--- src/design/bfm_pkg.sv ---
// Shared types and constants of the beacon frame matcher.
// Used by every module of the block; depends on nothing.
package bfm_pkg;

  // Input event kinds
  localparam logic REQ_SAMPLE   = 1'b0;
  localparam logic REQ_WATCHDOG = 1'b1;

  // Configuration register indexes
  localparam int unsigned CFG_IDX_W = 3;
  localparam logic [CFG_IDX_W-1:0] REG_PATTERN_ONE   = 3'd0;
  localparam logic [CFG_IDX_W-1:0] REG_PATTERN_TWO   = 3'd1;
  localparam logic [CFG_IDX_W-1:0] REG_PATTERN_THREE = 3'd2;
  localparam logic [CFG_IDX_W-1:0] REG_START_LEVEL   = 3'd3;
  localparam logic [CFG_IDX_W-1:0] REG_STOP_LEVEL    = 3'd4;

  localparam int unsigned PATTERN_W = 16;
  localparam int unsigned SENSOR_W  = 4;
  localparam int unsigned COUNT_W   = 5;
  localparam logic [COUNT_W-1:0] COUNT_MAX = 5'd31;

  // Per-sensor receiver phase
  typedef enum logic [2:0] {
    PH_IDLE = 3'b001,
    PH_DATA = 3'b010,
    PH_STOP = 3'b100
  } phase_t;

  // Kind of the next wait reported with each result
  typedef enum logic [1:0] {
    WAIT_POLL  = 2'd0,
    WAIT_BIT   = 2'd1,
    WAIT_QUIET = 2'd2,
    WAIT_WDOG  = 2'd3
  } wait_t;

  typedef struct packed {
    logic [PATTERN_W-1:0] pattern_one;
    logic [PATTERN_W-1:0] pattern_two;
    logic [PATTERN_W-1:0] pattern_three;
    logic                 start_level;
    logic                 stop_level;
  } cfg_t;

  typedef struct packed {
    phase_t             phase;
    logic [COUNT_W-1:0] bit_count;
    logic [2:0]         cand;
    logic [2:0]         flags;
  } entry_t;

  localparam entry_t ENTRY_RESET = '{
    phase:     PH_IDLE,
    bit_count: '0,
    cand:      '0,
    flags:     '0
  };

endpackage

--- src/design/bfm_cfg_regs.sv ---
// Configuration registers of the beacon frame matcher.
// Depends on bfm_pkg for the register indexes and the cfg_t bundle.
module bfm_cfg_regs (
  input  logic                           clk,
  input  logic                           rst_n,
  input  logic                           wr_en,
  input  logic [bfm_pkg::CFG_IDX_W-1:0]  wr_index,
  input  logic [bfm_pkg::PATTERN_W-1:0]  wr_data,
  output bfm_pkg::cfg_t                  cfg
);

  bfm_pkg::cfg_t cfg_r;
  bfm_pkg::cfg_t cfg_nxt;

  // Decode the register index of a write transfer
  always_comb begin
    cfg_nxt = cfg_r;
    if (wr_en) begin
      unique case (wr_index)
        bfm_pkg::REG_PATTERN_ONE:   cfg_nxt.pattern_one   = wr_data;
        bfm_pkg::REG_PATTERN_TWO:   cfg_nxt.pattern_two   = wr_data;
        bfm_pkg::REG_PATTERN_THREE: cfg_nxt.pattern_three = wr_data;
        bfm_pkg::REG_START_LEVEL:   cfg_nxt.start_level   = wr_data[0];
        bfm_pkg::REG_STOP_LEVEL:    cfg_nxt.stop_level    = wr_data[0];
        default:                    cfg_nxt = cfg_r;
      endcase
    end
  end

  always_ff @(posedge clk) begin
    if (!rst_n) begin
      cfg_r.pattern_one   <= '0;
      cfg_r.pattern_two   <= '0;
      cfg_r.pattern_three <= '0;
      cfg_r.start_level   <= 1'b1;
      cfg_r.stop_level    <= 1'b0;
    end else begin
      cfg_r <= cfg_nxt;
    end
  end

  assign cfg = cfg_r;

endmodule

--- src/design/bfm_state_file.sv ---
// Per-sensor receiver state held in flip-flops, one entry per sensor.
// Depends on bfm_pkg for entry_t and its reset value.
module bfm_state_file #(
  parameter int SENSOR_COUNT = 16
) (
  input  logic                          clk,
  input  logic                          rst_n,
  input  logic [bfm_pkg::SENSOR_W-1:0]  sensor,
  input  logic                          wr_en,
  input  bfm_pkg::entry_t               wr_entry,
  output bfm_pkg::entry_t               rd_entry,
  output logic                          in_range
);

  bfm_pkg::entry_t entry_r [SENSOR_COUNT];

  // Compare against the sensor count with one spare bit so that sixteen fits
  assign in_range = {1'b0, sensor} < (bfm_pkg::SENSOR_W + 1)'(SENSOR_COUNT);

  // Select the addressed entry
  always_comb begin
    rd_entry = bfm_pkg::ENTRY_RESET;
    for (int i = 0; i < SENSOR_COUNT; i++) begin
      if (sensor == bfm_pkg::SENSOR_W'(i)) begin
        rd_entry = entry_r[i];
      end
    end
  end

  // Write back the updated entry
  always_ff @(posedge clk) begin
    if (!rst_n) begin
      for (int i = 0; i < SENSOR_COUNT; i++) begin
        entry_r[i] <= bfm_pkg::ENTRY_RESET;
      end
    end else begin
      for (int i = 0; i < SENSOR_COUNT; i++) begin
        if (wr_en && sensor == bfm_pkg::SENSOR_W'(i)) begin
          entry_r[i] <= wr_entry;
        end
      end
    end
  end

endmodule

--- src/design/bfm_update.sv ---
// Next-state and result logic of one sensor receiver for one event.
// Purely combinational; depends on bfm_pkg for cfg_t, entry_t and codes.
module bfm_update #(
  parameter int FRAME_BITS = 8
) (
  input  logic             req_type,
  input  logic             sample,
  input  logic             in_range,
  input  bfm_pkg::cfg_t    cfg,
  input  bfm_pkg::entry_t  cur,
  output bfm_pkg::entry_t  nxt,
  output logic             wr_en,
  output logic [2:0]       flags,
  output bfm_pkg::wait_t   wait_kind,
  output logic             restart
);

  localparam logic [bfm_pkg::COUNT_W-1:0] FRAME_LIM = bfm_pkg::COUNT_W'(FRAME_BITS);

  logic [bfm_pkg::COUNT_W-1:0] cnt_inc;
  logic [bfm_pkg::COUNT_W-1:0] cnt_prev;
  logic [3:0]                  bit_idx;
  logic [2:0]                  want;
  logic [2:0]                  miss;
  logic [2:0]                  cand_keep;
  bfm_pkg::entry_t             upd;
  bfm_pkg::wait_t              upd_wait;
  logic                        upd_restart;

  // Saturating bit count and the expected bit of each pattern
  always_comb begin
    cnt_inc   = (cur.bit_count == bfm_pkg::COUNT_MAX) ? cur.bit_count
                                                      : cur.bit_count + 5'd1;
    cnt_prev  = cnt_inc - 5'd1;
    bit_idx   = cnt_prev[3:0];
    want      = {cfg.pattern_three[bit_idx], cfg.pattern_two[bit_idx],
                 cfg.pattern_one[bit_idx]};
    miss      = want ^ {3{sample}};
    cand_keep = cur.cand & ~miss;
  end

  // Advance the receiver of the addressed sensor
  always_comb begin
    upd         = cur;
    upd_wait    = bfm_pkg::WAIT_POLL;
    upd_restart = 1'b0;
    if (req_type == bfm_pkg::REQ_WATCHDOG) begin
      upd.flags   = 3'b000;
      upd_wait    = bfm_pkg::WAIT_WDOG;
      upd_restart = 1'b1;
    end else begin
      unique case (cur.phase)
        bfm_pkg::PH_DATA: begin
          upd.bit_count = cnt_inc;
          upd.cand      = cand_keep;
          upd.flags     = cur.flags & ~miss;
          if (cand_keep != 3'b000) begin
            upd_wait    = bfm_pkg::WAIT_BIT;
            upd_restart = 1'b1;
            upd.phase   = (cnt_inc < FRAME_LIM) ? bfm_pkg::PH_DATA : bfm_pkg::PH_STOP;
          end else begin
            upd.phase = bfm_pkg::PH_IDLE;
            upd_wait  = bfm_pkg::WAIT_QUIET;
          end
        end
        bfm_pkg::PH_STOP: begin
          upd.bit_count = cnt_inc;
          upd.phase     = bfm_pkg::PH_IDLE;
          if (sample == cfg.stop_level) begin
            upd.flags   = cur.cand;
            upd_restart = 1'b1;
          end else begin
            upd.flags = 3'b000;
            upd_wait  = bfm_pkg::WAIT_QUIET;
          end
        end
        default: begin
          // start search
          upd.phase = bfm_pkg::PH_IDLE;
          if (sample == cfg.start_level) begin
            upd.cand      = 3'b111;
            upd.bit_count = '0;
            upd.phase     = bfm_pkg::PH_DATA;
            upd_wait      = bfm_pkg::WAIT_BIT;
            upd_restart   = 1'b1;
          end
        end
      endcase
    end
  end

  // Leave sensors beyond the configured count untouched and report them empty
  assign nxt       = upd;
  assign wr_en     = in_range;
  assign flags     = in_range ? upd.flags : 3'b000;
  assign wait_kind = in_range ? upd_wait : bfm_pkg::WAIT_POLL;
  assign restart   = in_range & upd_restart;

endmodule

--- src/design/beacon_frame_matcher.sv ---
// Top level of the beacon frame matcher: input register, per-sensor state,
// update logic and result register. Depends on bfm_pkg, bfm_cfg_regs,
// bfm_state_file and bfm_update.
//
// Usage:
//   Each input transfer (in_valid high, in_stall low) brings one event for
//   one sensor: a bit sample or a watchdog expiry. Every event yields exactly
//   one result on the out_ channel with the sensor's match flags after the
//   update, the kind of the next wait and the watchdog restart mark.
//   Configuration is written through cfg_valid/cfg_index/cfg_data; cfg_ready
//   is always high. Write it only while no event is in flight.
// Flow and throughput:
//   An accepted event sits in the input register, is processed by one
//   read-modify-write of its sensor entry and moves into the result
//   register once that register is free; out_valid is high from then on. One
//   event per cycle is sustained while out_stall is low, also for back-to-back
//   events on the same sensor, as each entry is written back before the next read.
// Reset:
//   rst_n low puts all sensors in start search with flags cleared, patterns
//   zero, start level one and stop level zero; both channels empty.
// Stall:
//   While out_stall holds a result, the input register still takes one more
//   event; after that in_stall rises until the result is transferred.
module beacon_frame_matcher #(
  parameter int FRAME_BITS   = 8,
  parameter int SENSOR_COUNT = 16
) (
  input  logic                           clk,
  input  logic                           rst_n,
  // input events
  input  logic                           in_valid,
  output logic                           in_stall,
  input  logic                           in_req_type,
  input  logic [bfm_pkg::SENSOR_W-1:0]   in_sensor_id,
  input  logic                           in_sample,
  // results
  output logic                           out_valid,
  input  logic                           out_stall,
  output logic [bfm_pkg::SENSOR_W-1:0]   out_sensor,
  output logic                           out_match_one,
  output logic                           out_match_two,
  output logic                           out_match_three,
  output logic [1:0]                     out_next_wait,
  output logic                           out_watchdog_restart,
  // configuration
  input  logic                           cfg_valid,
  output logic                           cfg_ready,
  input  logic [bfm_pkg::CFG_IDX_W-1:0]  cfg_index,
  input  logic [bfm_pkg::PATTERN_W-1:0]  cfg_data
);

  bfm_pkg::cfg_t                cfg;
  bfm_pkg::entry_t              cur_entry;
  bfm_pkg::entry_t              new_entry;
  logic                         in_range;
  logic                         upd_wr_en;
  logic [2:0]                   upd_flags;
  bfm_pkg::wait_t               upd_wait;
  logic                         upd_restart;

  logic                         in_accept;
  logic                         res_adv;
  logic                         s1_move;

  logic                         s1_valid_r;
  logic                         s1_valid_nxt;
  logic                         s1_req_type_r;
  logic [bfm_pkg::SENSOR_W-1:0] s1_sensor_r;
  logic                         s1_sample_r;

  logic                         out_valid_r;
  logic                         out_valid_nxt;
  logic [bfm_pkg::SENSOR_W-1:0] out_sensor_r;
  logic [2:0]                   out_flags_r;
  bfm_pkg::wait_t               out_wait_r;
  logic                         out_restart_r;

  // Handshake: result register frees when empty or transferred
  assign res_adv   = !out_valid_r || !out_stall;
  assign s1_move   = s1_valid_r && res_adv;
  assign in_stall  = s1_valid_r && !res_adv;
  assign in_accept = in_valid && !in_stall;
  assign cfg_ready = 1'b1;

  bfm_cfg_regs u_cfg (
    .clk      (clk),
    .rst_n    (rst_n),
    .wr_en    (cfg_valid && cfg_ready),
    .wr_index (cfg_index),
    .wr_data  (cfg_data),
    .cfg      (cfg)
  );

  bfm_state_file #(
    .SENSOR_COUNT (SENSOR_COUNT)
  ) u_state (
    .clk      (clk),
    .rst_n    (rst_n),
    .sensor   (s1_sensor_r),
    .wr_en    (s1_move && upd_wr_en),
    .wr_entry (new_entry),
    .rd_entry (cur_entry),
    .in_range (in_range)
  );

  bfm_update #(
    .FRAME_BITS (FRAME_BITS)
  ) u_update (
    .req_type  (s1_req_type_r),
    .sample    (s1_sample_r),
    .in_range  (in_range),
    .cfg       (cfg),
    .cur       (cur_entry),
    .nxt       (new_entry),
    .wr_en     (upd_wr_en),
    .flags     (upd_flags),
    .wait_kind (upd_wait),
    .restart   (upd_restart)
  );

  // Input register: fill on transfer, drain into the result register
  always_comb begin
    s1_valid_nxt = s1_valid_r;
    if (in_accept) begin
      s1_valid_nxt = 1'b1;
    end else if (s1_move) begin
      s1_valid_nxt = 1'b0;
    end
  end

  always_ff @(posedge clk) begin
    if (!rst_n) begin
      s1_valid_r <= 1'b0;
    end else begin
      s1_valid_r <= s1_valid_nxt;
    end
  end

  always_ff @(posedge clk) begin
    if (in_accept) begin
      s1_req_type_r <= in_req_type;
      s1_sensor_r   <= in_sensor_id;
      s1_sample_r   <= in_sample;
    end
  end

  // Result register: hold while stalled
  assign out_valid_nxt = res_adv ? s1_valid_r : out_valid_r;

  always_ff @(posedge clk) begin
    if (!rst_n) begin
      out_valid_r <= 1'b0;
    end else begin
      out_valid_r <= out_valid_nxt;
    end
  end

  always_ff @(posedge clk) begin
    if (s1_move) begin
      out_sensor_r  <= s1_sensor_r;
      out_flags_r   <= upd_flags;
      out_wait_r    <= upd_wait;
      out_restart_r <= upd_restart;
    end
  end

  assign out_valid            = out_valid_r;
  assign out_sensor           = out_sensor_r;
  assign out_match_one        = out_flags_r[0];
  assign out_match_two        = out_flags_r[1];
  assign out_match_three      = out_flags_r[2];
  assign out_next_wait        = out_wait_r;
  assign out_watchdog_restart = out_restart_r;

endmodule

--- config.mk ---
export PLATFORM = sky130hd
export DESIGN_NAME = beacon_frame_matcher
export DESIGN_NICKNAME = d
export VERILOG_FILES = /design/src/design/bfm_pkg.sv /design/src/design/bfm_cfg_regs.sv /design/src/design/bfm_state_file.sv /design/src/design/bfm_update.sv /design/src/design/beacon_frame_matcher.sv
export SDC_FILE = /design/constraint.sdc
export NUM_CORES = 1
export LEC_CHECK = 0
export BUFFER_PORTS_ARGS = -buffer_cell sky130_fd_sc_hd__buf_2
export CELL_PAD_IN_SITES_DETAIL_PLACEMENT = 0
export CELL_PAD_IN_SITES_GLOBAL_PLACEMENT = 1
export CORE_MARGIN = 1.5
export CORE_UTILIZATION = 51
export CTS_CLUSTER_SIZE = 30
export DETAILED_ROUTE_END_ITERATION = 10
export PLACE_DENSITY_LB_ADDON = 0.1
export SLEW_MARGIN = 40
export SYNTH_ARGS = -nofsm -noshare
export SYNTH_HDL_FRONTEND = slang
export SYNTH_SLANG_ARGS = --single-unit
--- constraint.sdc ---
create_clock -name clk -period 8.3 [get_ports clk]
set_input_delay 0 -clock clk [delete_from_list [all_inputs] [get_ports clk]]
set_output_delay 0 -clock clk [all_outputs]
set_load 0.02 [all_outputs]
Yosys cells after proc, flatten, opt, wreduce, memory -nomap -nowiden. Memories as Yosys holds them, arrays and structs flattened. Index checks and enable logic that the tools add are counted.

Register bits: 68. Bits in writable memories: 224. Output and inout port bits: 13. Memories kept: 1.

Add/subtract/negate cells: 2. $lt $le $gt $ge: 2. Eq/ne operators: 24. Muxes and demuxes: 107. Bitwise logic cells: 20. Reductions and logical operators: 33.

Memories: u_state.entry_r (depth 16, bits a word 14, read ports 16, clocked after memory_dff 0, write ports 16, RTL line bfm_state_file.sv:15) `bfm_pkg::entry_t entry_r [SENSOR_COUNT];`.

Operator list (count): $mux 14 (32); $mux 1 (58); $eq 4x4->1 const B (8); $logic_and 1x1->1 (19); $eq 4x3->1 const B (4); $or 1x1->1 (16); $pmux 8 s2 (1); $bmux 1 s4 (3); $mux 3 (4); $pmux 3 s2 (2); $mux 11 (1); $mux 10 (1); $reduce_and 2->1 (5); $eq 3x2->1 const B (3); $eq 4x2->1 const B (2); $and 3x3->3 (2); $eq 3x3->1 const B (2); $add 5x1->5 const B (1); $eq 5x5->1 const B (1); $lt 4x5->1 const B (1); $lt 5x4->1 const B (1); $mux 5 (1); $eq 4x1->1 const B (1); $logic_not 1->1 (4); other kinds (13) (15).

Logic depth before layout (Yosys ltp). Gate-level depths: netlist (run 1).

Depth after elaboration: 30. Gate-level depth with buffers: 27. Depth with buffers taken out: 20.

Hierarchy. A second synthesis (run 1) with hierarchy kept.

Cell total of the unflattened synthesis: 1166. Area total of the unflattened synthesis: 13780.7 um^2.

By module, submodules not included: bfm_state_file (instances 1, cells an instance 831, area an instance 10202.3 um^2, sequential area each 6726.5 um^2); bfm_cfg_regs (instances 1, cells an instance 185, area an instance 1926.8 um^2, sequential area each 1001.0 um^2); bfm_update (instances 1, cells an instance 123, area an instance 1066.0 um^2, sequential area each 0.0 um^2); beacon_frame_matcher (instances 1, cells an instance 27, area an instance 585.6 um^2, sequential area each 520.5 um^2).

Worst setup path after synthesis (run 1). No wires, ideal clock.

Path kind: register -> register. Start: register s1_sensor_r[1] in the netlist's numbering. End: memory u_state.entry_r[0][151] in the netlist's numbering (data pin). Arrival time: 6030 ps. Required time: 8019 ps. Slack: 1989 ps. Stages on the path, launching flop included: 26. Path through: edfxtp_1 -> buf_4 -> buf_6 -> buf_2 -> buf_4 -> nor3_1 -> a211oi_1 -> a211oi_1 -> o21ai_1 -> nand2_1 -> inv_1 -> ha_1 -> clkbuf_1 -> nand3b_1 -> nor4_4 -> xnor2_2 -> ha_1 -> clkbuf_1 -> clkbuf_1 -> mux4_2 -> a2111oi_0 -> a31oi_1 -> nand4_1 -> o32a_1 -> buf_6 -> nand2_2.

RTL lines: start, declared (RTL line beacon_frame_matcher.sv:68) `logic [bfm_pkg::SENSOR_W-1:0] s1_sensor_r;`; start signal, assigned (RTL line beacon_frame_matcher.sv:142) `s1_sensor_r <= in_sensor_id;`; end, declared (RTL line bfm_state_file.sv:15).

==> results of run 1 <==
==> per-stage QoR <==
step / cells / utilization [%] / hold WS, ns
floorplan: 1208 / - / 0.09887
global placement: 1530 / 54.08 / 0.1816
detailed placement: 1530 / 54.15 / 0.1799
CTS: 1617 / 58.82 / 0.02227
global route: 1618 / 58.88 / 0.05816
finish: 1618 / 58.88 / 0.03770
==> cells by family (layout without fill, tap and decap cells) <==
| logic type | after synthesis | in the layout | share of synthesized area (%) |
|---|---|---|---|
| XOR/XNOR | 7 | 7 | 0.5023 |
| other | 1 | 1 | 0.02737 |
| adder cells (fa/ha/maj) | 2 | 2 | 0.1826 |
| flip-flops | 292 | 292 | 60.20 |
| multiplexers | 82 | 82 | 8.273 |
| buffers and inverters | 116 | 191 | 3.972 |
| AO/OA/AOI/OAI | 229 | 229 | 11.16 |
| AND/OR/NAND/NOR | 479 | 479 | 15.69 |
==> state kept, by name, summed over array words and instances, names as in the netlist <==
name,flops
s1_sensor_r,4
out_valid,1
u_state.entry_r,224
s1_valid_r,1
u_cfg.cfg,50
out_flags_r,3
s1_req_type_r,1
out_sensor,4
s1_sample_r,1
out_next_wait,2
out_watchdog_restart,1
==> worst max-delay path: cells and delay by family, from the launching register on <==
family          cells  cell delay [ns]
compound gates      8             2.00
flops               1             0.81
buf+inv             1             0.19
mux                 1             0.66
fa+ha+maj           2             0.73
simple gates        7             2.20
xor+xnor            1             0.31
==> layer usage <==
layer	wire, µm	GRT usage (%)
met2	18020	44.22
met1	17390	41.97
met5	0	0
met4	998	8.024
met3	3191	4.658
==> final timing paths <==
kind,startpoint,to,slack [ns],depth (start not counted)
max,s1_sensor_r[1]$_DFFE_PP_,u_state.entry_r[0][181]$_DFFE_PP_,1.07,20
min,rst_n,u_cfg.cfg[1]$_SDFFE_PN1P_,0.04,3
max reg2reg,s1_sensor_r[1]$_DFFE_PP_,u_state.entry_r[0][181]$_DFFE_PP_,1.07,20
min reg2reg,u_cfg.cfg[27]$_SDFFE_PN0P_,u_cfg.cfg[27]$_SDFFE_PN0P_,0.45,2
==> area by class of cell <==
cell class	instances	area (µm²)	area share, %
flip-flops and latches	292	8248	53.45
multi-input cells	800	4947	32.06
repair buffers	113	820.8	5.319
clock buffers	39	805.8	5.222
well taps	335	419.2	2.716
clock inverters	17	107.6	0.6973
inverters	22	82.58	0.5352
==> cells in the final DEF, fill, tap and decap left out, types with 7 or more instances in the layout <==
cell type and n:
edfxtp_1 240, nor2_1 182, nand2_1 169, a21oi_1 94
dfxtp_1 52, mux2i_1 48, buf_2 42, buf_4 40
clkbuf_16 31, dlygate4sd3_1 31, o21ai_0 24, mux4_2 23
nand3_1 21, nor3_1 17, inv_1 17, nand2b_1 14
nor2b_1 11, a22oi_1 10, a31oi_1 9, nand3_2 9
mux2_2 8, a211oi_1 8, clkbuf_1 8, o22ai_1 7
nand3b_1 7, clkinv_1 7, clkinv_2 7
==> where the power goes <==
group	internal [W]	total (W)	switching, W
registers	0.00166	0.00170	0.0000315
clock network	0.000712	0.00128	0.000571
logic	0.000159	0.000462	0.000304
total	0.00253	0.00344	0.000906
==> synthesized netlist by cell type (5+ instances only) <==
master,instances
nand3b_1,7
clkbuf_1,53
a31oi_1,9
mux2i_1,48
nand3_1,21
buf_4,7
buf_6,5
buf_2,23
nor2b_1,11
o22ai_1,7
a22oi_1,10
o32ai_1,6
nand2_1,174
nor2_1,183
nand2b_1,14
o221ai_1,5
or2_2,5
a21oi_1,94
buf_1,5
edfxtp_1,240
nand3_2,9
mux4_2,23
mux2_2,8
dfxtp_1,52
nor3_1,17
o21ai_0,29
inv_1,18
nor3b_1,6
a211oi_1,8
a21o_1,5
and3_1,6
==> flow_metrics.py, run 1 <==
metrics = {
    "floorplan": {
        "die_area_mm2": 0.02786,
        "ioPinCount": 43,
        "core_mm2": 0.02621,
        "row_count": 59,
        "start_util_pct": 52.28,
        "die_w_um": 166.9,
        "die_y_um": 166.9,
    },
    "timing": {
        "period_minus_slack_ns": 7.230,
        "worst_slack_ns": 1.070,
        "fin_crit_sh_pct": 87.11,
        "drv_slew": 0,
        "max_freq_mhz": 138.3,
        "finalClockSkew_ns": 0.01253,
        "worst_pin_slew_ns": 0.8683,
        "hold_violations": 0,
        "timing.slew.headroom_pct": 40.62,
        "fin_tns_setup_ns": 0,
        "rsz0062_at_grt": "false",
        "setup_violations": 0,
    },
    "power": {
        "p_leak_nw": 5.405,
        "totalPowerFinal_w": 0.003440,
        "p_per_area_mw_per_mm2": 222.9,
        "ir_worst_vdd_v": 0.0001634,
    },
    "clock_tree": {
        "cts_sinks": 292,
        "cts_made_buffers": 31,
        "ctsLongestPathBuffers": 3,
        "htreeDepth": 1,
        "cts_resized": 0,
        "tritoncts": "done",
        "cts_root_buffer": "clkbuf_16",
        "postCtsSetupBuffers": 0,
        "ctsHoldBuffers": 31,
        "clk-insertion-delay-late_ns": 0.57,
        "clk_pin_slew_ns": 0.06,
    },
    "layout": {
        "nets": 1292,
        "syn_to_final_growth_pct": 12.62,
        "final_area_mm2": 0.01543,
        "final_layout_size_suffix_gt1_share_pct": 16.06,
        "antenna_cells": 0,
        "fillCellCount": 2183,
    },
    "place": {
        "port_buffers": 41,
        "gp_congestion": 0.8664,
        "place_area_mm2": 0.01419,
        "pre_cts_slack_ns": 1.153,
        "hpwl_um": 26980,
    },
    "global_routing": {
        "grt_first_pass_wirelength_um": 59370,
        "grt_max_degree": 56,
        "track_usage_pct": 28.61,
        "antenna_found_initial": 0,
        "grt_overflow": 0,
        "grt_pass1_vias": 9608,
    },
    "logic_synthesis": {
        "synthArstFlopShare_pct": 0,
        "syn-cell-area_mm2": 0.01370,
        "dominantRegCellSynth": "edfxtp_1",
        "synth.distinct_cells": 90,
        "synthesis.nets": 1240,
        "yosysTopAreaCell": "edfxtp_1",
        "yosysSeqAreaShare_pct": 60.20,
        "syn_inst": 1208,
        "synth_warnings": 0,
        "synth_area_leaders": "edfxtp_1, dfxtp_1, nor2_1, nand2_1, mux4_2",
        "synth_edf_count": 240,
        "syn_avg_cell_area_um2": 11.34,
        "yosysTopAreaCellShare_pct": 52.60,
        "synth-seq-cells": 292,
    },
    "route": {
        "viasPerCell": 6.169,
        "finalWirelength_um": 39600,
        "initialDrtViolationCount": 1024,
        "num_vias": 9982,
        "remaining_drc_errors": 0,
        "drt-pass1-iter-count": 6,
        "wl_per_cell_um": 24.47,
        "ant_nets": 0,
    },
    "worst_setup_path": {
        "start_kind": "register",
        "cpPeakStageDelay_ns": 0.81,
        "crit_fanout": 21,
        "worst_ep_required_time_ns": 8.55,
        "cp_slowest_cell": "edfxtp_1",
        "crit_type": "reg -> reg",
        "cp_cell_sequence": "or2_1, a2bb2oi_1, a31oi_1, o21ai_1, nand2_1, inv_1, ha_1, nand3b_1, nor4_4, xnor2_2, ha_1, nand2b_1, a22oi_1, nor4_2, mux4_2, a221o_1, o311a_2, a22o_1, a21oi_2, nor2_1",
        "endpoint_kind": "register",
        "crit_top_cell": "ha_1",
        "arrival_ns": 7.48,
    },
    "status": {
        "status": "completed",
    },
    "run": {
        "drv_cap": 0,
    },
    "min_path": {
        "holdCritPathClass": "in -> reg",
    },
}
Power figures use the tool's default switching activity.
==> inputs of run 2 (changes only) <==
--- a/config.mk
+++ b/config.mk
@@ -12,7 +12,7 @@
 export CORE_UTILIZATION = 51
 export CTS_CLUSTER_SIZE = 30
 export DETAILED_ROUTE_END_ITERATION = 10
-export PLACE_DENSITY_LB_ADDON = 0.1
+export PLACE_DENSITY = 0.89
 export SLEW_MARGIN = 40
 export SYNTH_ARGS = -nofsm -noshare
 export SYNTH_HDL_FRONTEND = slang
==> run 2 against run 1 <==
  * Critical endpoint unchanged
  * Sequential share of layout area is 0.28 points lower
  * Register-to-register slack lost 0.13 ns
  * Via count is 1.7% higher
  * Largest power group unchanged
==> flow_metrics.py, run 2 (synthesized netlist as in run 1, its figures left out) <==
metrics = {
    "route": {
        "finalWirelength_um": 38180,
        "num_vias": 10160,
        "wl_per_cell_um": 23.69,
        "viasPerCell": 6.300,
        "drt-pass1-iter-count": 5,
        "remaining_drc_errors": 0,
        "initialDrtViolationCount": 1484,
        "ant_nets": 0,
    },
    "layout": {
        "nets": 1285,
        "largest_register_ffs": 224,
        "final_layout_size_suffix_gt1_share_pct": 16.21,
        "largest-register": "u_state.entry_r",
        "antenna_cells": 0,
        "syn_to_final_growth_pct": 13.21,
        "final_util_pct": 59.19,
        "layout_common_cells": "edfxtp_1, nor2_1, nand2_1",
        "final_common_cell": "edfxtp_1",
    },
    "floorplan": {
        "ioPinCount": 43,
        "start_util_pct": 52.28,
        "core_mm2": 0.02621,
        "die_area_mm2": 0.02786,
        "row_count": 59,
        "die_w_um": 166.9,
        "die_y_um": 166.9,
    },
    "clock_tree": {
        "ctsLongestPathBuffers": 3,
        "clk_pin_slew_ns": 0.07,
        "postCtsSetupBuffers": 0,
        "tritoncts": "done",
        "cts_sinks": 292,
        "cts_made_buffers": 30,
        "cts_root_buffer": "clkbuf_16",
        "clk-insertion-delay-late_ns": 0.57,
        "htreeDepth": 1,
    },
    "min_path": {
        "holdCritPathClass": "in -> reg",
    },
    "power": {
        "totalPowerFinal_w": 0.003536,
        "p_per_area_mw_per_mm2": 228.0,
        "p_leak_nw": 5.442,
        "ir_worst_vdd_v": 0.0001404,
    },
    "global_routing": {
        "grt_max_degree": 53,
        "grt_overflow": 0,
        "antenna_found_initial": 0,
        "track_usage_pct": 27.49,
        "grt_pass1_vias": 9837,
        "grt_first_pass_wirelength_um": 58090,
    },
    "timing": {
        "worst_pin_slew_ns": 0.8356,
        "setup_violations": 0,
        "finalClockSkew_ns": 0.01662,
        "max_freq_mhz": 135.8,
        "timing.slew.headroom_pct": 44.16,
        "drv_slew": 0,
        "fin_crit_sh_pct": 88.72,
        "fin_tns_setup_ns": 0,
        "rsz0062_at_grt": "false",
        "hold_violations": 0,
        "period_minus_slack_ns": 7.364,
    },
    "worst_setup_path": {
        "endpoint_kind": "register",
        "worst_ep_required_time_ns": 8.56,
        "start_kind": "register",
        "crit_fanout": 20,
        "arrival_ns": 7.62,
        "crit_type": "reg -> reg",
    },
    "place": {
        "port_buffers": 41,
        "gp_congestion": 0.9123,
        "hpwl_um": 25880,
    },
    "run": {
        "drv_cap": 0,
    },
    "status": {
        "status": "completed",
    },
}
-- run 2: cell types whose count changed in the layout (fill, tap and decap cells not counted), sizes merged --
cell	before	now
buf	82	75
bufinv	1	3
clkinvlp	3	1
inv	21	23
clkbuf	39	38
clkinv	14	13
dlygate4sd3	31	32
-- run 2: metrics by stage --
stage | cells | worst slack [ns] | area [µm²] | hold slack [ns]
floorplan | 1208 | 1.989 | 13700 | 0.09887
finish | 1612 | 0.9364 | 15510 | 0.04046
global route | 1612 | 0.5626 | 15510 | 0.06909
global placement | 1522 | 1.201 | 14120 | 0.1785
detailed placement | 1523 | 1.004 | 14170 | 0.1785
CTS | 1611 | 1.019 | 15500 | 0.01557
-- run 2: layout make-up --
type	instances	area [µm²]
fillers	2091	10690
flip-flops and latches	292	8248
multi-input cells	800	4969
clock buffers	38	843.3
repair buffers	107	782.0
well taps	335	419.2
clock inverters	18	168.9
inverters	22	82.58
-- run 2: worst paths after layout --
check / start / end / slack [ns] / cells past startpoint
worst max-delay path: s1_sensor_r[1]$_DFFE_PP_ / u_state.entry_r[0][181]$_DFFE_PP_ / 0.94 / 20
worst min-delay path: rst_n / u_cfg.cfg[1]$_SDFFE_PN1P_ / 0.04 / 3
worst max register to register: s1_sensor_r[1]$_DFFE_PP_ / u_state.entry_r[0][181]$_DFFE_PP_ / 0.94 / 20
worst min register to register: u_cfg.cfg[35]$_SDFFE_PN0P_ / u_cfg.cfg[35]$_SDFFE_PN0P_ / 0.46 / 2
-- run 2: per-layer routing --
layer  track usage, %  routed length [µm]  up-vias
li1                 -                   -     4492
met1            38.18               15680     5026
met2            43.68               18000      563
met3            5.513                3615       74
met4            8.656                 887        0
met5                0                   0        -
-- run 2: critical path, cell delays in order (launching register included) --
cell and delay (ns):
edfxtp_1 0.89, or2_1 0.42, a2bb2oi_1 0.18, a31oi_1 0.10, o21ai_1 0.34, nand2_1 0.20
inv_1 0.20, ha_1 0.41, nand3b_1 0.18, nor4_4 0.39, xnor2_2 0.32, ha_1 0.32
nand2_1 0.07, a2111oi_1 0.62, or4_4 0.34, mux4_2 0.56, a221o_1 0.37, o311a_2 0.18
a22o_1 0.20, a21oi_2 0.52, nor2_1 0.21
-- run 2: timing repair --
item | in CTS | in global routing
hold buffers | 32 | 0
endpoints found under the hold margin | 64 | 0
gates resized for setup | 0 | 0
-- run 2: where the power goes --
group	switching (W)	leakage, nW	total, W	internal [W]
combinational	0.000306	2.10	0.000462	0.000156
clock	0.000572	0.504	0.00138	0.000810
sequential	0.0000288	2.84	0.00169	0.00166
